`config.mk`:
```
export PLATFORM = sky130hd
export DESIGN_NAME = nmea_sentence_decoder
export DESIGN_NICKNAME = d
export VERILOG_FILES = /design/src/nsd_pkg.sv /design/src/nsd_parser.sv /design/src/nmea_sentence_decoder.sv
export SDC_FILE = /design/constraint.sdc
export NUM_CORES = 1
export LEC_CHECK = 0
export BUFFER_PORTS_ARGS = -buffer_cell sky130_fd_sc_hd__buf_2
export CELL_PAD_IN_SITES_DETAIL_PLACEMENT = 0
export CELL_PAD_IN_SITES_GLOBAL_PLACEMENT = 1
export CORE_MARGIN = 2
export CORE_UTILIZATION = 47
export DETAILED_ROUTE_END_ITERATION = 16
export GPL_ROUTABILITY_DRIVEN = 1
export PLACE_DENSITY_LB_ADDON = 0.2
export SLEW_MARGIN = 25
export SYNTH_ARGS = -nofsm -noshare
export SYNTH_HDL_FRONTEND = slang
export SYNTH_SLANG_ARGS = --single-unit
```
`constraint.sdc`:
```
create_clock -name clock -period 5.3 [get_ports clock]
set_input_delay 1.06 -clock clock [delete_from_list [all_inputs] [get_ports clock]]
set_output_delay 1.06 -clock clock [all_outputs]
set_load 0.02 [all_outputs]
```
`src/nsd_pkg.sv`:
```
`default_nettype none

package nsd_pkg;

   // Default limit on the length of one sentence, in bytes including the '$'; a sentence must stay below it.
   localparam int MAX_SENTENCE_DEFAULT = 128;

   // Event kinds on the result channel.
   localparam logic [2:0] KIND_NONE  = 3'd0;
   localparam logic [2:0] KIND_ERROR = 3'd1;
   localparam logic [2:0] KIND_CHA   = 3'd2;
   localparam logic [2:0] KIND_ACC   = 3'd3;
   localparam logic [2:0] KIND_REV   = 3'd4;
   localparam logic [2:0] KIND_SHO   = 3'd5;
   localparam logic [2:0] KIND_RES   = 3'd6;

   localparam int NUM_TYPES = 5;

   // Characters with a meaning in the sentence framing.
   localparam logic [7:0] CHAR_DOLLAR = 8'h24;
   localparam logic [7:0] CHAR_STAR   = 8'h2A;
   localparam logic [7:0] CHAR_COMMA  = 8'h2C;
   localparam logic [7:0] CHAR_CR     = 8'h0D;
   localparam logic [7:0] CHAR_LF     = 8'h0A;

   // Three-letter sentence type names, in the order CHA, ACC, REV, SHO, RES.
   typedef logic [7:0] name_type [NUM_TYPES][3];
   localparam name_type TYPE_NAMES = '{
      '{8'h43, 8'h48, 8'h41},
      '{8'h41, 8'h43, 8'h43},
      '{8'h52, 8'h45, 8'h56},
      '{8'h53, 8'h48, 8'h4F},
      '{8'h52, 8'h45, 8'h53}
   };

   // One decoded result.
   typedef struct packed {
      logic [2:0]  kind;
      logic [31:0] value_a;
      logic [31:0] value_b;
      logic [31:0] value_c;
   } event_type;

endpackage

`default_nettype wire

```
`src/nsd_parser.sv`:
```
`default_nettype none

module nsd_parser #(
   parameter int MAX_SENTENCE = nsd_pkg::MAX_SENTENCE_DEFAULT
) (
   input  wire logic              clock,
   input  wire logic              reset,
   input  wire logic              step,
   input  wire logic [7:0]        rx_b,
   output nsd_pkg::event_type     evt
);
   import nsd_pkg::*;

   localparam int CW = $clog2(MAX_SENTENCE);
   localparam logic [CW-1:0] LIMIT = CW'(MAX_SENTENCE - 1);

   // Positions of the body decoder.
   localparam logic [2:0] POS_COMMA  = 3'd3;
   localparam logic [2:0] POS_FIELD  = 3'd4;
   localparam logic [2:0] POS_DIGITS = 3'd5;

   logic            receiving_ff, receiving_in;
   logic [CW-1:0]   count_ff, count_in;
   logic [7:0]      xor_ff, xor_in;
   logic            past_star_ff, past_star_in;
   logic [1:0]      hex_seen_ff, hex_seen_in;
   logic [7:0]      sent_sum_ff, sent_sum_in;
   logic            sum_bad_ff, sum_bad_in;
   logic            last_cr_ff, last_cr_in;
   logic            zero_ff, zero_in;
   logic [2:0]      type_pos_ff, type_pos_in;
   logic [4:0]      type_match_ff, type_match_in;
   logic [1:0]      field_num_ff, field_num_in;
   logic            halted_ff, halted_in;
   logic [31:0]     value_ff [3];
   logic [31:0]     value_in [3];

   logic            is_digit;
   logic [3:0]      digit;
   logic [31:0]     cur_value;
   logic [35:0]     acc_value;
   logic [31:0]     new_value;
   logic            add_digit;
   logic [3:0]      hex_value;
   logic            found;
   logic [2:0]      found_idx;
   logic            bad;

   assign is_digit = (rx_b >= 8'h30) && (rx_b <= 8'h39);
   assign digit    = rx_b[3:0];

   // Value of the field now being built, times ten plus the new digit, saturating.
   always_comb begin
      case (field_num_ff)
         2'd0:    cur_value = value_ff[0];
         2'd1:    cur_value = value_ff[1];
         default: cur_value = value_ff[2];
      endcase
      acc_value = {1'b0, cur_value, 3'b000} + {3'b000, cur_value, 1'b0} + {32'd0, digit};
      new_value = (acc_value[35:32] != 4'd0) ? 32'hFFFF_FFFF : acc_value[31:0];
   end

   // Uppercase hex digit value of the byte.
   always_comb begin
      if (rx_b >= 8'h30 && rx_b <= 8'h39) begin
         hex_value = rx_b[3:0];
      end else if (rx_b >= 8'h41 && rx_b <= 8'h46) begin
         hex_value = rx_b[3:0] + 4'd9;
      end else begin
         hex_value = 4'd0;
      end
   end

   // Next parse state and the event that this byte produces.
   always_comb begin
      receiving_in  = receiving_ff;
      count_in      = count_ff;
      xor_in        = xor_ff;
      past_star_in  = past_star_ff;
      hex_seen_in   = hex_seen_ff;
      sent_sum_in   = sent_sum_ff;
      sum_bad_in    = sum_bad_ff;
      last_cr_in    = last_cr_ff;
      zero_in       = zero_ff;
      type_pos_in   = type_pos_ff;
      type_match_in = type_match_ff;
      field_num_in  = field_num_ff;
      halted_in     = halted_ff;
      value_in      = value_ff;
      add_digit     = 1'b0;
      found         = 1'b0;
      found_idx     = 3'd0;
      bad           = 1'b0;
      evt           = '0;

      if (rx_b == CHAR_DOLLAR) begin
         // A start character discards any partial sentence.
         receiving_in  = 1'b1;
         count_in      = CW'(1);
         xor_in        = 8'd0;
         past_star_in  = 1'b0;
         hex_seen_in   = 2'd0;
         sent_sum_in   = 8'd0;
         sum_bad_in    = 1'b0;
         last_cr_in    = 1'b0;
         zero_in       = 1'b0;
         type_pos_in   = 3'd0;
         type_match_in = '1;
         field_num_in  = 2'd0;
         halted_in     = 1'b0;
         value_in      = '{32'd0, 32'd0, 32'd0};
      end else if (receiving_ff) begin
         if (count_ff >= LIMIT) begin
            // Sentence too long.
            receiving_in = 1'b0;
            evt.kind     = KIND_ERROR;
         end else begin
            count_in = count_ff + CW'(1);
            if (!past_star_ff) begin
               if (rx_b == CHAR_STAR) begin
                  past_star_in = 1'b1;
               end else begin
                  xor_in = xor_ff ^ rx_b;
                  if (rx_b == 8'd0) begin
                     zero_in = 1'b1;
                  end
                  // Body decoding: type letters, then comma separated numbers.
                  if (!halted_ff) begin
                     if (type_pos_ff < POS_COMMA) begin
                        for (int k = 0; k < NUM_TYPES; k++) begin
                           if (TYPE_NAMES[k][type_pos_ff[1:0]] != rx_b) begin
                              type_match_in[k] = 1'b0;
                           end
                        end
                        type_pos_in = type_pos_ff + 3'd1;
                     end else if (type_pos_ff == POS_COMMA) begin
                        if (rx_b == CHAR_COMMA) begin
                           type_pos_in = POS_FIELD;
                        end else begin
                           halted_in = 1'b1;
                        end
                     end else if (type_pos_ff == POS_FIELD) begin
                        if (is_digit && field_num_ff < 2'd3) begin
                           add_digit   = 1'b1;
                           type_pos_in = POS_DIGITS;
                        end else begin
                           halted_in = 1'b1;
                        end
                     end else if (type_pos_ff == POS_DIGITS) begin
                        if (is_digit) begin
                           add_digit = 1'b1;
                        end else if (rx_b == CHAR_COMMA && field_num_ff < 2'd2) begin
                           field_num_in = field_num_ff + 2'd1;
                           type_pos_in  = POS_FIELD;
                        end else begin
                           halted_in = 1'b1;
                        end
                     end else begin
                        halted_in = 1'b1;
                     end
                  end
               end
            end else if (hex_seen_ff < 2'd2) begin
               // Checksum characters after the star.
               if (!((rx_b >= 8'h30 && rx_b <= 8'h39) || (rx_b >= 8'h41 && rx_b <= 8'h46))) begin
                  sum_bad_in = 1'b1;
               end
               sent_sum_in = {sent_sum_ff[3:0], hex_value};
               hex_seen_in = hex_seen_ff + 2'd1;
            end

            if (add_digit) begin
               case (field_num_ff)
                  2'd0:    value_in[0] = new_value;
                  2'd1:    value_in[1] = new_value;
                  default: value_in[2] = new_value;
               endcase
            end

            last_cr_in = (rx_b == CHAR_CR);

            // End of sentence: check it and report.
            if (rx_b == CHAR_LF && last_cr_ff) begin
               receiving_in = 1'b0;
               for (int k = NUM_TYPES - 1; k >= 0; k--) begin
                  if (type_match_in[k]) begin
                     found     = 1'b1;
                     found_idx = 3'(k);
                  end
               end
               bad = !past_star_in || zero_in || sum_bad_in || (hex_seen_in < 2'd2) ||
                     (sent_sum_in != xor_in) || (type_pos_in < POS_COMMA) || !found;
               if (bad) begin
                  evt.kind = KIND_ERROR;
               end else begin
                  evt.kind    = KIND_CHA + found_idx;
                  evt.value_a = value_in[0];
                  evt.value_b = (evt.kind == KIND_SHO || evt.kind == KIND_RES) ?
                                value_in[1] : 32'd0;
                  evt.value_c = (evt.kind == KIND_RES) ? value_in[2] : 32'd0;
               end
            end
         end
      end
   end

   // Parse state registers.
   always_ff @(posedge clock) begin
      if (reset) begin
         receiving_ff  <= 1'b0;
         count_ff      <= '0;
         xor_ff        <= 8'd0;
         past_star_ff  <= 1'b0;
         hex_seen_ff   <= 2'd0;
         sent_sum_ff   <= 8'd0;
         sum_bad_ff    <= 1'b0;
         last_cr_ff    <= 1'b0;
         zero_ff       <= 1'b0;
         type_pos_ff   <= 3'd0;
         type_match_ff <= '1;
         field_num_ff  <= 2'd0;
         halted_ff     <= 1'b0;
         value_ff      <= '{32'd0, 32'd0, 32'd0};
      end else if (step) begin
         receiving_ff  <= receiving_in;
         count_ff      <= count_in;
         xor_ff        <= xor_in;
         past_star_ff  <= past_star_in;
         hex_seen_ff   <= hex_seen_in;
         sent_sum_ff   <= sent_sum_in;
         sum_bad_ff    <= sum_bad_in;
         last_cr_ff    <= last_cr_in;
         zero_ff       <= zero_in;
         type_pos_ff   <= type_pos_in;
         type_match_ff <= type_match_in;
         field_num_ff  <= field_num_in;
         halted_ff     <= halted_in;
         value_ff      <= value_in;
      end
   end

endmodule

`default_nettype wire

```
`src/nmea_sentence_decoder.sv`:
```
// Byte-serial decoder of "$<type>,<n>,<n>,<n>*HH\r\n" sentences with XOR checksum.
// Input channel: req_rx_byte with req_valid/req_ready, one received character per
// transaction. Result channel: rsp_event_kind and rsp_value_a/b/c with
// rsp_valid/rsp_ready. Every input byte yields exactly one result: kind none for
// bytes inside or outside a sentence, error on a byte past the length limit, and
// error or a typed event with its numbers on the line feed that closes a sentence.
// An accepted byte is held in the input register and then passes through the parse
// logic into the result register, which drives the outputs; it waits in the input
// register while the result register is full and not being taken. One byte is
// taken every cycle while the result side takes results; the parse state is
// updated once per byte by a single pass of logic.
// When rsp_ready is low the result register holds, and the input register still
// takes one more byte, after which req_ready drops until the result is taken.
// Reset (synchronous, active high) empties both registers and leaves the parser
// idle, waiting for a '$'.
`default_nettype none

module nmea_sentence_decoder #(
   parameter int MAX_SENTENCE = nsd_pkg::MAX_SENTENCE_DEFAULT
) (
   input  wire logic        clock,
   input  wire logic        reset,
   input  wire logic        req_valid,
   output logic             req_ready,
   input  wire logic [7:0]  req_rx_byte,
   output logic             rsp_valid,
   input  wire logic        rsp_ready,
   output logic [2:0]       rsp_event_kind,
   output logic [31:0]      rsp_value_a,
   output logic [31:0]      rsp_value_b,
   output logic [31:0]      rsp_value_c
);
   import nsd_pkg::*;

   logic        in_valid_ff;
   logic [7:0]  in_byte_ff;
   logic        out_valid_ff;
   event_type   out_evt_ff;
   event_type   evt;
   logic        advance;

   // A held byte moves on when the result register is free or being emptied.
   assign advance   = in_valid_ff && (!out_valid_ff || rsp_ready);
   assign req_ready = !in_valid_ff || advance;

   // Input register.
   always_ff @(posedge clock) begin
      if (reset) begin
         in_valid_ff <= 1'b0;
      end else if (req_ready) begin
         in_valid_ff <= req_valid;
      end
   end

   always_ff @(posedge clock) begin
      if (req_valid && req_ready) begin
         in_byte_ff <= req_rx_byte;
      end
   end

   nsd_parser #(
      .MAX_SENTENCE(MAX_SENTENCE)
   ) u_parser (
      .clock (clock),
      .reset (reset),
      .step  (advance),
      .rx_b  (in_byte_ff),
      .evt   (evt)
   );

   // Result register.
   always_ff @(posedge clock) begin
      if (reset) begin
         out_valid_ff <= 1'b0;
      end else if (advance) begin
         out_valid_ff <= 1'b1;
      end else if (rsp_ready) begin
         out_valid_ff <= 1'b0;
      end
   end

   always_ff @(posedge clock) begin
      if (advance) begin
         out_evt_ff <= evt;
      end
   end

   assign rsp_valid      = out_valid_ff;
   assign rsp_event_kind = out_evt_ff.kind;
   assign rsp_value_a    = out_evt_ff.value_a;
   assign rsp_value_b    = out_evt_ff.value_b;
   assign rsp_value_c    = out_evt_ff.value_c;

endmodule

`default_nettype wire

```
## Word level (Yosys, flattened, before mapping)

Index checks and enable logic that the tools add are counted.

- Word-level logic and storage cells: 293
- Register bits after elaboration: 246
- Output and inout port bits: 101
- Input port bits: 12

- Reductions and logical operators: 36
- Magnitude comparators: 12
- Bitwise gates (word level): 6
- Equal/unequal tests: 25
- Muxes and demuxes: 182
- Add/subtract/negate cells: 8

Operators by type and width:

| operator | number |
|---|---|
| $mux W96 | 5 |
| $mux W8 | 26 |
| $mux W32 | 6 |
| $mux W97 | 1 |
| $bmux W8 S2 | 5 |
| $mux W3 | 26 |
| $mux W1 | 77 |
| $pmux W32 S2 | 1 |
| $mux W5 | 10 |
| $ne A8 B8 Y1 | 6 |
| $mux W2 | 20 |
| $add A35 B33 Y36 | 1 |
| $add A36 B4 Y36 | 1 |
| $eq A8 B6 Y1 const B | 3 |
| $mux W7 | 3 |
| $eq A8 B4 Y1 const B | 2 |
| $eq A3 B3 Y1 const B | 4 |
| $reduce_and A12 Y1 | 1 |
| $reduce_or A6 Y1 | 2 |
| $logic_or A1 B1 Y1 | 10 |
| $ne A2 B1 Y1 const B | 5 |
| $ge A8 B6 Y1 const B | 1 |
| $ge A8 B7 Y1 const B | 1 |
| $le A8 B6 Y1 const B | 1 |
| 27 further kinds | 51 |

## Logic depth before layout (Yosys ltp)

Gate-level depths: netlist of run 1.

- Depth after elaboration: 29
- Depth in mapped cells: 21
- Gate-level depth less buffers: 17

## Modules after synthesis

Synthesis of run 1 repeated with hierarchy kept, for this count alone.

- Cells, all modules: 1261
- Area, all modules: 12834.8 um^2

Modules (own cells, without submodules):

| module | area an instance (um^2) | cells each | instances | seq. area each (um^2) |
|---|---|---|---|---|
| nsd_parser | 9517.9 | 1144 | 1 | 2742.6 |
| nmea_sentence_decoder | 3316.9 | 117 | 1 | 3253.1 |

## Least setup slack after synthesis of run 1

OpenSTA, ideal clock, no wires.

- Path kind: reg-to-reg
- Start: reg u_parser.field_num_ff[0]
- End: reg u_parser.value_ff[21] in the netlist's numbering
- Setup slack: 1.075 ns
- Required time: 5.174 ns
- Period minus slack after synthesis: 4.225 ns
- Setup time: 0.126 ns
- Arrival: 4.099 ns
- Cell stages (with the launch flop): 21
- Buffers on the path: 4
- Path through: dfxtp_1 -> inv_1 -> ha_1 -> buf_2 -> nor2_1 -> clkbuf_1 -> nand2_1 -> nand2_1 -> fa_1 -> inv_1 -> fa_1 -> nor2b_1 -> o211ai_2 -> a21boi_1 -> a211oi_4 -> a21oi_1 -> or4_1 -> buf_6 -> buf_6 -> a211oi_2 -> o21ai_1

- Longest elaborated chain between the ends: 16
- Elaborated cells on any way between the ends: 25
- Those cells by class: add/sub: 2; order compare: 1; eq/ne: 1; mux: 17; reduce/logical: 4

RTL lines:

| what | line | text |
|---|---|---|
| start: declaration | nsd_parser.sv:33 | `logic [1:0] field_num_ff, field_num_in;` |
| start signal: assignment | nsd_parser.sv:236 | `field_num_ff <= field_num_in;` |
| branches (longest 12 deep; another with $add A35 B33 Y36) | -- |  |
| $mux W96 * | nsd_parser.sv:172 | `if (add_digit) begin` |
| $mux W96 * | nsd_parser.sv:113 | `if (count_ff >= LIMIT) begin` |
| $mux W96 * | nsd_parser.sv:112 | `end else if (receiving_ff) begin` |
| $mux W96 * | nsd_parser.sv:96 | `if (rx_b == CHAR_DOLLAR) begin` |
| end signal: assignment | nsd_parser.sv:223 | `value_ff <= '{32'd0, 32'd0, 32'd0};` |
| end signal: assignment | nsd_parser.sv:238 | `value_ff <= value_in;` |
| end: declaration | nsd_parser.sv:35 | `logic [31:0] value_ff [3];` |

Mark *: on every way between the ends. The select of a mux whose other input is x is not followed.
A chain may end at the register's enable or synchronous reset.

## Worst setup path in the final report of run 1

- Start: reg u_parser.field_num_ff[0]
- End: reg u_parser.value_ff[38] in the netlist's numbering

The elaborated chain is that of the path after synthesis.

==> results of run 1 <==
-- layout make-up --
type	count	area share, %
clock buffers	34	4.84
clock inverters	18	1.40
inverters	19	0.474
multi-input cells	1054	46.4
flip-flops and latches	246	38.5
well taps	384	3.08
repair buffers	142	5.28
-- metal layers --
layer  track usage (%)  up-vias
met3              3.51       33
li1                  -     5421
met4              4.13        0
met5                 0        -
met2              35.1      414
met1              40.4     5332
-- worst max-delay path, delay by kind of cell (launching register included) --
family | cells | cell delay [ns]
buffers and inverters | 3 | 0.49
AOI/OAI and AO/OA | 6 | 1.73
adders and majority gates | 3 | 0.93
DFF | 1 | 0.40
and+or+nand+nor | 4 | 1.24
-- cell usage after synthesis, drive strengths merged, types with 7 or more instances --
cell / instances / area [µm²]
nor3: 15 / 75.1
a21o: 10 / 75.1
ha: 77 / 963
a21oi: 118 / 613
a22oi: 41 / 308
xor2: 23 / 201
dfxtp: 139 / 2780
inv: 19 / 71.3
nand3: 11 / 65.1
nand4: 11 / 68.8
nand2: 213 / 802
and2: 11 / 68.8
buf: 56 / 379
mux2i: 8 / 80.1
or3: 7 / 48.8
a41oi: 38 / 393
o21a: 104 / 781
o21bai: 8 / 75.1
o211ai: 8 / 70.1
and3: 9 / 61.3
a211oi: 23 / 235
xnor2: 32 / 280
edfxtp: 107 / 3210
nor4: 8 / 101
clkbuf: 41 / 158
a31oi: 14 / 87.6
o21ai: 90 / 458
nand2b: 8 / 50.1
nor2: 73 / 277
-- logic make-up (layout without fill, tap and decap cells) --
| group | Yosys count | after routing | synth area share (%) |
|---|---|---|---|
| and+or+nand+nor | 409 | 409 | 14.7 |
| xor gates and xnor gates | 55 | 55 | 3.49 |
| adders and majority gates | 79 | 79 | 7.27 |
| AOI/OAI and AO/OA | 502 | 502 | 26.1 |
| muxes | 9 | 9 | 0.662 |
| DFF | 246 | 246 | 43.4 |
| buffers and inverters | 116 | 213 | 4.40 |
-- state kept, by name, indices dropped and copies added (netlist names), 2 cells and up --
signal	cells
u_parser.value_ff	96
u_parser.count_ff	7
rsp_value_a	32
in_byte_ff	8
u_parser.type_match_ff	5
u_parser.hex_seen_ff	2
u_parser.xor_ff	8
u_parser.type_pos_ff	3
rsp_value_b	32
u_parser.sent_sum_ff	8
rsp_value_c	32
rsp_event_kind	3
u_parser.field_num_ff	2
-- timing repair --
| item | CTS | global route |
|---|---|---|
| endpoints found under the setup margin | 0 | 4 |
| setup buffers | 0 | 0 |
| hold buffers | 0 | 0 |
| gates resized for setup | 0 | 1 |
-- worst max-delay path by stage --
stage | endpoint | slack (ns)
6_report | u_parser.value_ff[38] | 0.32
5_1_grt | u_parser.value_ff[40] | 0.06
4_1_cts | u_parser.value_ff[40] | 0.35
3_5_place_dp | u_parser.value_ff[40] | 0.37
3_3_place_gp | u_parser.value_ff[70] | 0.39
2_1_floorplan | u_parser.value_ff[21] | 1.08
-- per-stage QoR --
step	worst slack (ns)	area, µm²	util [%]	hold WS (ns)	total power [mW]
after floorplan	1.08	13800	-	0.430	2.21
after global placement	0.392	14600	50.7	0.445	2.27
after detailed placement	0.370	14600	50.7	0.458	2.28
after CTS	0.345	15600	54.1	0.470	4.28
after global routing	0.0572	15600	54.1	0.485	4.38
final	0.321	15600	54.1	0.468	4.24
-- report_power, final --
| group | internal (mW) | switching, mW | total, mW |
|---|---|---|---|
| Sequential | 2.02 | 0.0240 | 2.04 |
| Combinational | 0.0540 | 0.138 | 0.192 |
| Clock | 1.22 | 0.793 | 2.01 |
==> results.py, run 1 <==
metrics = {
    "status": {
        "status": "finished, final reports clean",
    },
    "critical_path": {
        "cp_slowest_cell": "a211oi_1",
        "startpoint": "u_parser.field_num_ff[0]",
        "reg2reg_depth": 16,
        "cp_slowest_stage_delay_ns": 0.64,
        "path_common_cell": "ha_1",
        "r2r-start": "u_parser.field_num_ff[0]",
        "reg2reg_to": "u_parser.value_ff[38]",
        "r2r_setup_slack_ns": 0.32,
        "end_kind": "register",
        "crit_required_ns": 5.69,
        "start_kind": "register",
        "path_cells": "inv_1 > ha_1 > buf_12 > a22oi_1 > nand2_1 > ha_1 > ha_1 > a21oi_1 > o21ai_1 > nand3_1 > a21boi_0 > or4b_1 > or4_1 > buf_4 > a211oi_1 > o21ai_0",
        "arrival_ns": 5.37,
        "crit_fanout": 36,
        "crit_type": "reg -> reg",
    },
    "pwr": {
        "leakagePower_nw": 5.76,
        "ir_drop_v": 0.000204,
        "p_per_area_mw_per_mm2": 272,
    },
    "synthesis": {
        "netlist_area_mm2": 0.0138,
        "seq_area_frac_synth_pct": 43.4,
        "yosysUniqueCellTypes": 100,
        "syn_nets": 1507,
        "avgSynthCellArea_um2": 9.75,
        "async_reset_ff_share_pct": 0,
        "syn_inst": 1416,
        "synth-warning-count": 0,
        "synth_edf_count": 107,
        "ys_ff_latch": 246,
        "synth-main-ff-cell": "dfxtp_1",
    },
    "detailed_routing": {
        "wl_met1_um": 19500,
        "wl_per_cell_um": 20.4,
        "top_layer_used": "met4",
        "num_vias": 11200,
        "avgViaCountPerCell": 5.90,
        "ant_nets": 0,
        "finalWirelength_um": 38600,
        "met2WireLength_um": 15800,
        "drt_iter0_drc": 988,
        "drt_drc_violations_left": 0,
        "wl_met3_um": 2890,
        "dr.pass1.iters": 6,
    },
    "place": {
        "dp.cells": 1845,
        "dp_hpwl_um": 27800,
        "port_buffers": 112,
        "routabilityCongestion": 0.917,
    },
    "finish": {
        "syn_to_final_growth_pct": 12.9,
        "drive_gt1_share_pct": 16.3,
        "final_cells": 1897,
        "regArea_mm2": 0.00600,
        "mostFrequentLayoutCells": "nand2_1, dfxtp_1, a21oi_1",
        "multi_input_area_mm2": 0.00724,
        "final_nets": 1582,
        "n_fill_cell": 2704,
        "layout_commonest_cell": "nand2_1",
        "n_antenna_cell": 0,
    },
    "die": {
        "std_cell_rows": 62,
        "io_pins": 113,
        "die-area_mm2": 0.0308,
        "coreArea_mm2": 0.0288,
        "die_y_um": 175,
        "dieWidth_um": 175,
        "start_util_pct": 48.0,
    },
    "grt": {
        "antenna_found_initial": 1,
        "grt_usage_pct": 24.9,
        "first_global_vias": 10200,
        "grt_pass1_wl_um": 60700,
        "overflow": 0,
        "grt_start_max_net_pins": 62,
    },
    "timing": {
        "rsz0062_at_grt": "no",
        "period_minus_slack_ns": 4.98,
        "hold_viol_final": 0,
        "skew_ns": 0.0153,
        "tns_ns": 0,
        "fmax_mhz": 201,
        "period_share_pct": 93.9,
        "tightest_slew_ns": 1.11,
        "slew_violations": 0,
        "setup_viol": 0,
        "slew_headroom_pct": 25.5,
    },
    "min_path": {
        "hold_depth": 2,
        "hp-class": "reg -> reg",
        "hold_path_startpoint": "u_parser.type_match_ff[0]",
        "hold_end": "u_parser.type_match_ff[0]",
    },
    "job": {
        "cap_violations": 0,
    },
    "cts": {
        "cts.sinks": 246,
        "cts_tree": "built",
        "htree_levels": 1,
        "cts.clk_slew.worst_paths_ns": 0.06,
        "insertion_delay_ns": 0.54,
        "cts_buffer_depth": 3,
        "cts_buffers": 28,
        "root_buffer": "clkbuf_16",
    },
}
Power figures use the tool's default switching activity.
==> inputs of run 2 (changes only) <==
--- a/config.mk
+++ b/config.mk
@@ -10,8 +10,9 @@
 export CELL_PAD_IN_SITES_GLOBAL_PLACEMENT = 1
 export CORE_MARGIN = 2
-export CORE_UTILIZATION = 47
+export CORE_UTILIZATION = 51
 export DETAILED_ROUTE_END_ITERATION = 16
 export GPL_ROUTABILITY_DRIVEN = 1
 export PLACE_DENSITY_LB_ADDON = 0.2
+export SETUP_SLACK_MARGIN = 0.15
 export SLEW_MARGIN = 25
 export SYNTH_ARGS = -nofsm -noshare
==> constraint.sdc (replaced) <==
create_clock -name clock -period 5.77 [get_ports clock]
set_input_delay 0.8655 -clock clock [delete_from_list [all_inputs] [get_ports clock]]
set_output_delay 0.8655 -clock clock [all_outputs]
set_load 0.02 [all_outputs]
==> run 2 against run 1 <==
Design area is 1.8% lower. Power shrank 13%. Highest routed layer unchanged. Clock power shrank 19%. Non-clock buffer count shrank 6. Critical path depth increased by 2.
==> results.py, run 2 (same netlist as run 1, synthesis figures left out) <==
metrics = {
    "die": {
        "io_pins": 113,
        "start_util_pct": 51.5,
        "dieWidth_um": 169,
        "die-area_mm2": 0.0284,
        "die_y_um": 169,
        "coreArea_mm2": 0.0268,
        "std_cell_rows": 60,
    },
    "cts": {
        "cts.clk_slew.worst_paths_ns": 0.06,
        "cts_hold_buf": 0,
        "root_buffer": "clkbuf_16",
        "post-cts-setup-buffers": 0,
        "htree_levels": 1,
        "cts_buffers": 26,
        "cts-resized-gates": 0,
        "cts_buffer_depth": 3,
        "cts.sinks": 246,
        "cts_tree": "built",
        "insertion_delay_ns": 0.55,
    },
    "place": {
        "place_area_mm2": 0.0145,
        "place_ws_ns": 0.833,
        "port_buffers": 112,
        "dp.cells": 1795,
        "dp_hpwl_um": 26800,
        "routabilityCongestion": 0.909,
    },
    "grt": {
        "grt_pass1_wl_um": 59600,
        "grt_usage_pct": 26.4,
        "overflow": 0,
        "top_usage_layer": "met1",
        "grt_use_met1_pct": 39.5,
        "antenna_found_initial": 0,
        "grt_use_met2_pct": 39.0,
        "first_global_vias": 10500,
        "met3_usage_pct": 5.24,
        "grt_start_max_net_pins": 54,
    },
    "timing": {
        "skew_ns": 0.0160,
        "setup_viol": 0,
        "setup_slack_ns": 0.751,
        "period_minus_slack_ns": 5.02,
        "fmax_mhz": 199,
        "slew_violations": 0,
        "tns_ns": 0,
        "period_share_pct": 87.0,
        "rsz0062_at_grt": "no",
        "hold_viol_final": 0,
        "hold_slack_ns": 0.472,
        "slew_headroom_pct": 37.1,
        "tightest_slew_ns": 0.936,
    },
    "min_path": {
        "hold_path_startpoint": "u_parser.count_ff[6]",
        "hp-class": "reg -> reg",
        "hold_depth": 2,
    },
    "detailed_routing": {
        "drt_iter0_drc": 1037,
        "num_vias": 11200,
        "wl_per_cell_um": 20.5,
        "avgViaCountPerCell": 6.09,
        "drt_drc_violations_left": 0,
        "dr.pass1.iters": 5,
        "finalWirelength_um": 37800,
        "ant_nets": 0,
    },
    "finish": {
        "finish.instance_area_mm2": 0.0153,
        "layout_commonest_cell": "nand2_1",
        "final_cells": 1844,
        "final_nets": 1574,
        "n_antenna_cell": 0,
        "syn_to_final_growth_pct": 10.8,
        "mostFrequentLayoutCells": "nand2_1, dfxtp_1, a21oi_1",
        "drive_gt1_share_pct": 15.8,
        "largest_reg_flops": 96,
        "regMostFlops": "u_parser.value_ff",
        "postLayoutCoreUtil_pct": 57.1,
    },
    "pwr": {
        "total_power_mw": 3.68,
        "leakagePower_nw": 5.64,
        "p_per_area_mw_per_mm2": 240,
        "ir_drop_v": 0.000241,
    },
    "critical_path": {
        "crit_type": "reg -> reg",
        "start_kind": "register",
        "end_kind": "register",
        "crit_fanout": 39,
        "arrival_ns": 5.40,
        "startpoint": "u_parser.field_num_ff[1]",
        "r2r-start": "u_parser.field_num_ff[1]",
        "reg2reg_depth": 18,
        "crit_required_ns": 6.15,
    },
    "status": {
        "status": "finished, final reports clean",
    },
    "job": {
        "cap_violations": 0,
    },
}
## run 2: cell types whose count changed in the layout (fill, tap and decap cells not counted), moves of 3 or more
cell | before | now
buf_12 | 3 | 0
buf_4 | 27 | 23
bufinv_16 | 4 | 1
clkinv_2 | 1 | 5
clkinv_4 | 5 | 2
## run 2: final timing paths
kind                                end  slack, ns
setup / recovery  u_parser.value_ff[45]       0.75
hold / removal     u_parser.count_ff[6]       0.47
setup reg to reg  u_parser.value_ff[45]       0.75
hold reg to reg    u_parser.count_ff[6]       0.47
## run 2: area by class of cell
type | instances | area, µm²
well taps | 341 | 427
clock inverters | 16 | 131
inverters | 19 | 73.8
flip-flops and latches | 246 | 6000
repair buffers | 136 | 744
fillers | 2311 | 11500
clock buffers | 32 | 694
multi-input cells | 1054 | 7240
## run 2: power breakdown
part | total, mW | switching (mW) | internal [mW]
combinational | 0.173 | 0.125 | 0.0485
clock | 1.63 | 0.720 | 0.908
sequential | 1.87 | 0.0213 | 1.85
total | 3.68 | 0.866 | 2.81
## run 2: routing by layer
layer	up-vias	routed length (µm)
met1	5356	18100
met2	425	15800
li1	5399	-
met4	0	831
met5	-	0
met3	56	3020
## run 2: worst max-delay path, cell delays in order (launching register included)
cell and delay [ns]:
dfxtp_1 0.39, inv_1 0.08, ha_1 0.20, nor2_2 0.41
buf_4 0.36, nand2_1 0.09, nand2_1 0.12, ha_1 0.25
ha_1 0.40, a21oi_1 0.26, o21ai_1 0.11, nand3_1 0.09
a21boi_0 0.09, or4b_1 0.50, or4_1 0.50, buf_4 0.25
nand2_1 0.09, buf_4 0.42, a41oi_1 0.19
==> inputs of run 3 (changes only) <==
- CORE_UTILIZATION: 51 -> 47
- clock period: 5.77 -> 5.35 ns (I/O delays scaled with it)
==> run 3 against run 2 <==
Via count down 0.28%. Largest power group unchanged. Critical path depth shrank 2. Highest routed layer unchanged. Fmax up 2.0%. Design area rose by 1.5%. Clock skew decreased by 0.0037 ns. Global-route usage is 1.3 points lower. Clock power increased by 20%. Non-clock buffer count is 7 higher. Sequential power is 8% higher. Sequential share of layout area is 0.59 points lower. Critical endpoint is now u_parser.value_ff[29]. First-iteration DRC count is 15% lower. Register-to-register slack got worse by 0.32 ns.
==> results.py, run 3 (same netlist as run 1, synthesis figures left out) <==
metrics = {
    "finish": {
        "drive_gt1_share_pct": 16.5,
        "layout_commonest_cell": "nand2_1",
        "postLayoutCoreUtil_pct": 54.0,
        "multi_input_area_mm2": 0.00725,
        "regArea_mm2": 0.00600,
        "n_antenna_cell": 0,
        "n_fill_cell": 2630,
        "final_nets": 1582,
        "regMostFlops": "u_parser.value_ff",
        "syn_to_final_growth_pct": 12.5,
        "mostFrequentLayoutCells": "nand2_1, dfxtp_1, a21oi_1",
        "largest_reg_flops": 96,
        "finish.instance_area_mm2": 0.0155,
    },
    "critical_path": {
        "crit_type": "reg -> reg",
        "crit_fanout": 19,
        "reg2reg_depth": 16,
        "cp_slowest_cell": "or4_1",
        "cp_top_family": "compound AO/OA/AOI/OAI gates",
        "cp_slowest_stage_delay_ns": 0.56,
        "path_common_cell": "ha_1",
        "crit_required_ns": 5.76,
        "path_cells": "inv_1 > ha_1 > buf_4 > a22oi_1 > nand2_1 > ha_1 > ha_1 > a21oi_1 > o211a_1 > nor3b_1 > a211oi_4 > a21oi_1 > or4_1 > buf_4 > a2111oi_4 > o21ai_1",
        "arrival_ns": 5.33,
        "critPathBufInv": 3,
        "start_kind": "register",
        "r2r_setup_slack_ns": 0.43,
        "end_kind": "register",
        "r2r-start": "u_parser.field_num_ff[0]",
        "reg2reg_to": "u_parser.value_ff[29]",
    },
    "place": {
        "place_area_mm2": 0.0146,
        "routabilityCongestion": 0.905,
        "port_buffers": 112,
        "dp_hpwl_um": 27800,
    },
    "detailed_routing": {
        "avgViaCountPerCell": 5.91,
        "ant_nets": 0,
        "drt_iter0_drc": 885,
        "num_vias": 11200,
        "finalWirelength_um": 38700,
        "drt_drc_violations_left": 0,
        "dr.pass1.iters": 5,
        "wl_per_cell_um": 20.4,
    },
    "status": {
        "status": "finished, final reports clean",
    },
    "cts": {
        "post-cts-setup-buffers": 0,
        "cts.sinks": 246,
        "cts_hold_buf": 0,
        "cts_buffer_depth": 3,
        "cts_tree": "built",
        "insertion_delay_ns": 0.54,
        "cts-resized-gates": 0,
        "htree_levels": 1,
        "cts.clk_slew.worst_paths_ns": 0.06,
        "cts_buffers": 27,
        "root_buffer": "clkbuf_16",
    },
    "pwr": {
        "p_per_area_mw_per_mm2": 268,
        "ir_drop_v": 0.000205,
        "leakagePower_nw": 5.75,
    },
    "die": {
        "start_util_pct": 48.0,
        "die_y_um": 175,
        "die-area_mm2": 0.0308,
        "coreArea_mm2": 0.0288,
        "io_pins": 113,
        "std_cell_rows": 62,
        "dieWidth_um": 175,
    },
    "timing": {
        "hold_viol_final": 0,
        "tightest_slew_ns": 1.06,
        "fmax_mhz": 203,
        "period_minus_slack_ns": 4.92,
        "tns_ns": 0,
        "period_share_pct": 91.9,
        "slew_violations": 0,
        "slew_headroom_pct": 28.9,
        "rsz0062_at_grt": "no",
        "setup_viol": 0,
        "skew_ns": 0.0123,
    },
    "grt": {
        "first_global_vias": 10400,
        "grt_pass1_wl_um": 60800,
        "antenna_found_initial": 0,
        "grt_usage_pct": 25.1,
        "grt_start_max_net_pins": 62,
        "overflow": 0,
    },
    "job": {
        "cap_violations": 0,
    },
    "min_path": {
        "hold_depth": 1,
        "hold_path_startpoint": "req_rx_byte[6]",
        "hold_end": "in_byte_ff[6]",
        "hp-class": "in -> reg",
    },
}
-- run 3: cell count changes in the layout (fill, tap and decap cells not counted), moves of 2 or more --
cell | previous run | this run
clkinv_2 | 5 | 7
bufinv_16 | 1 | 5
buf_12 | 0 | 2
clkinvlp_4 | 3 | 1
clkinv_4 | 2 | 0
buf_4 | 23 | 29
clkinv_1 | 3 | 1
-- run 3: through the flow --
step                      std cells  power [mW]  setup WS (ns)  hold slack (ns)
final                          1895        4.16          0.432            0.432
after global routing           1895        4.29          0.194            0.412
after CTS                      1895        4.19          0.431            0.405
after detailed placement       1846        2.25          0.440            0.456
after global placement         1846        2.25          0.480            0.445
after floorplan                1416        2.19           1.13            0.430
-- run 3: per-layer routing --
layer  vias to the layer above  track usage [%]  routed length (µm)
li1                       5427                -                   -
met1                      5340             38.5               18900
met2                       387             35.7               15800
met3                        51             5.41                3230
met4                         0             6.01                 749
met5                         -                0                   0
-- run 3: worst max path at each step --
stage | startpoint | to | slack (ns) | cells after the start
after floorplan | u_parser.field_num_ff[0] | u_parser.value_ff[21] | 1.13 | 20
after global placement | u_parser.field_num_ff[0] | u_parser.value_ff[29] | 0.48 | 16
after detailed placement | u_parser.field_num_ff[0] | u_parser.value_ff[66] | 0.44 | 16
after CTS | u_parser.field_num_ff[0] | u_parser.value_ff[66] | 0.43 | 16
after global routing | u_parser.field_num_ff[1] | u_parser.value_ff[68] | 0.19 | 16
final | u_parser.field_num_ff[0] | u_parser.value_ff[29] | 0.43 | 16
-- run 3: layout make-up --
| class | instances | share of cell area, % |
|---|---|---|
| Timing Repair Buffer | 143 | 5.27 |
| Clock inverter | 16 | 1.38 |
| Multi-Input combinational cell | 1054 | 46.6 |
| Tap cell | 384 | 3.09 |
| Sequential cell | 246 | 38.6 |
| Inverter | 19 | 0.475 |
| Clock buffer | 33 | 4.56 |
-- run 3: where the power goes --
group	leakage, nW	internal [mW]	switching, mW	total, mW
sequential	2.06	2.00	0.0220	2.02
clock	0.455	1.18	0.773	1.96
combinational	3.23	0.0525	0.137	0.189
total	5.75	3.23	0.931	4.16
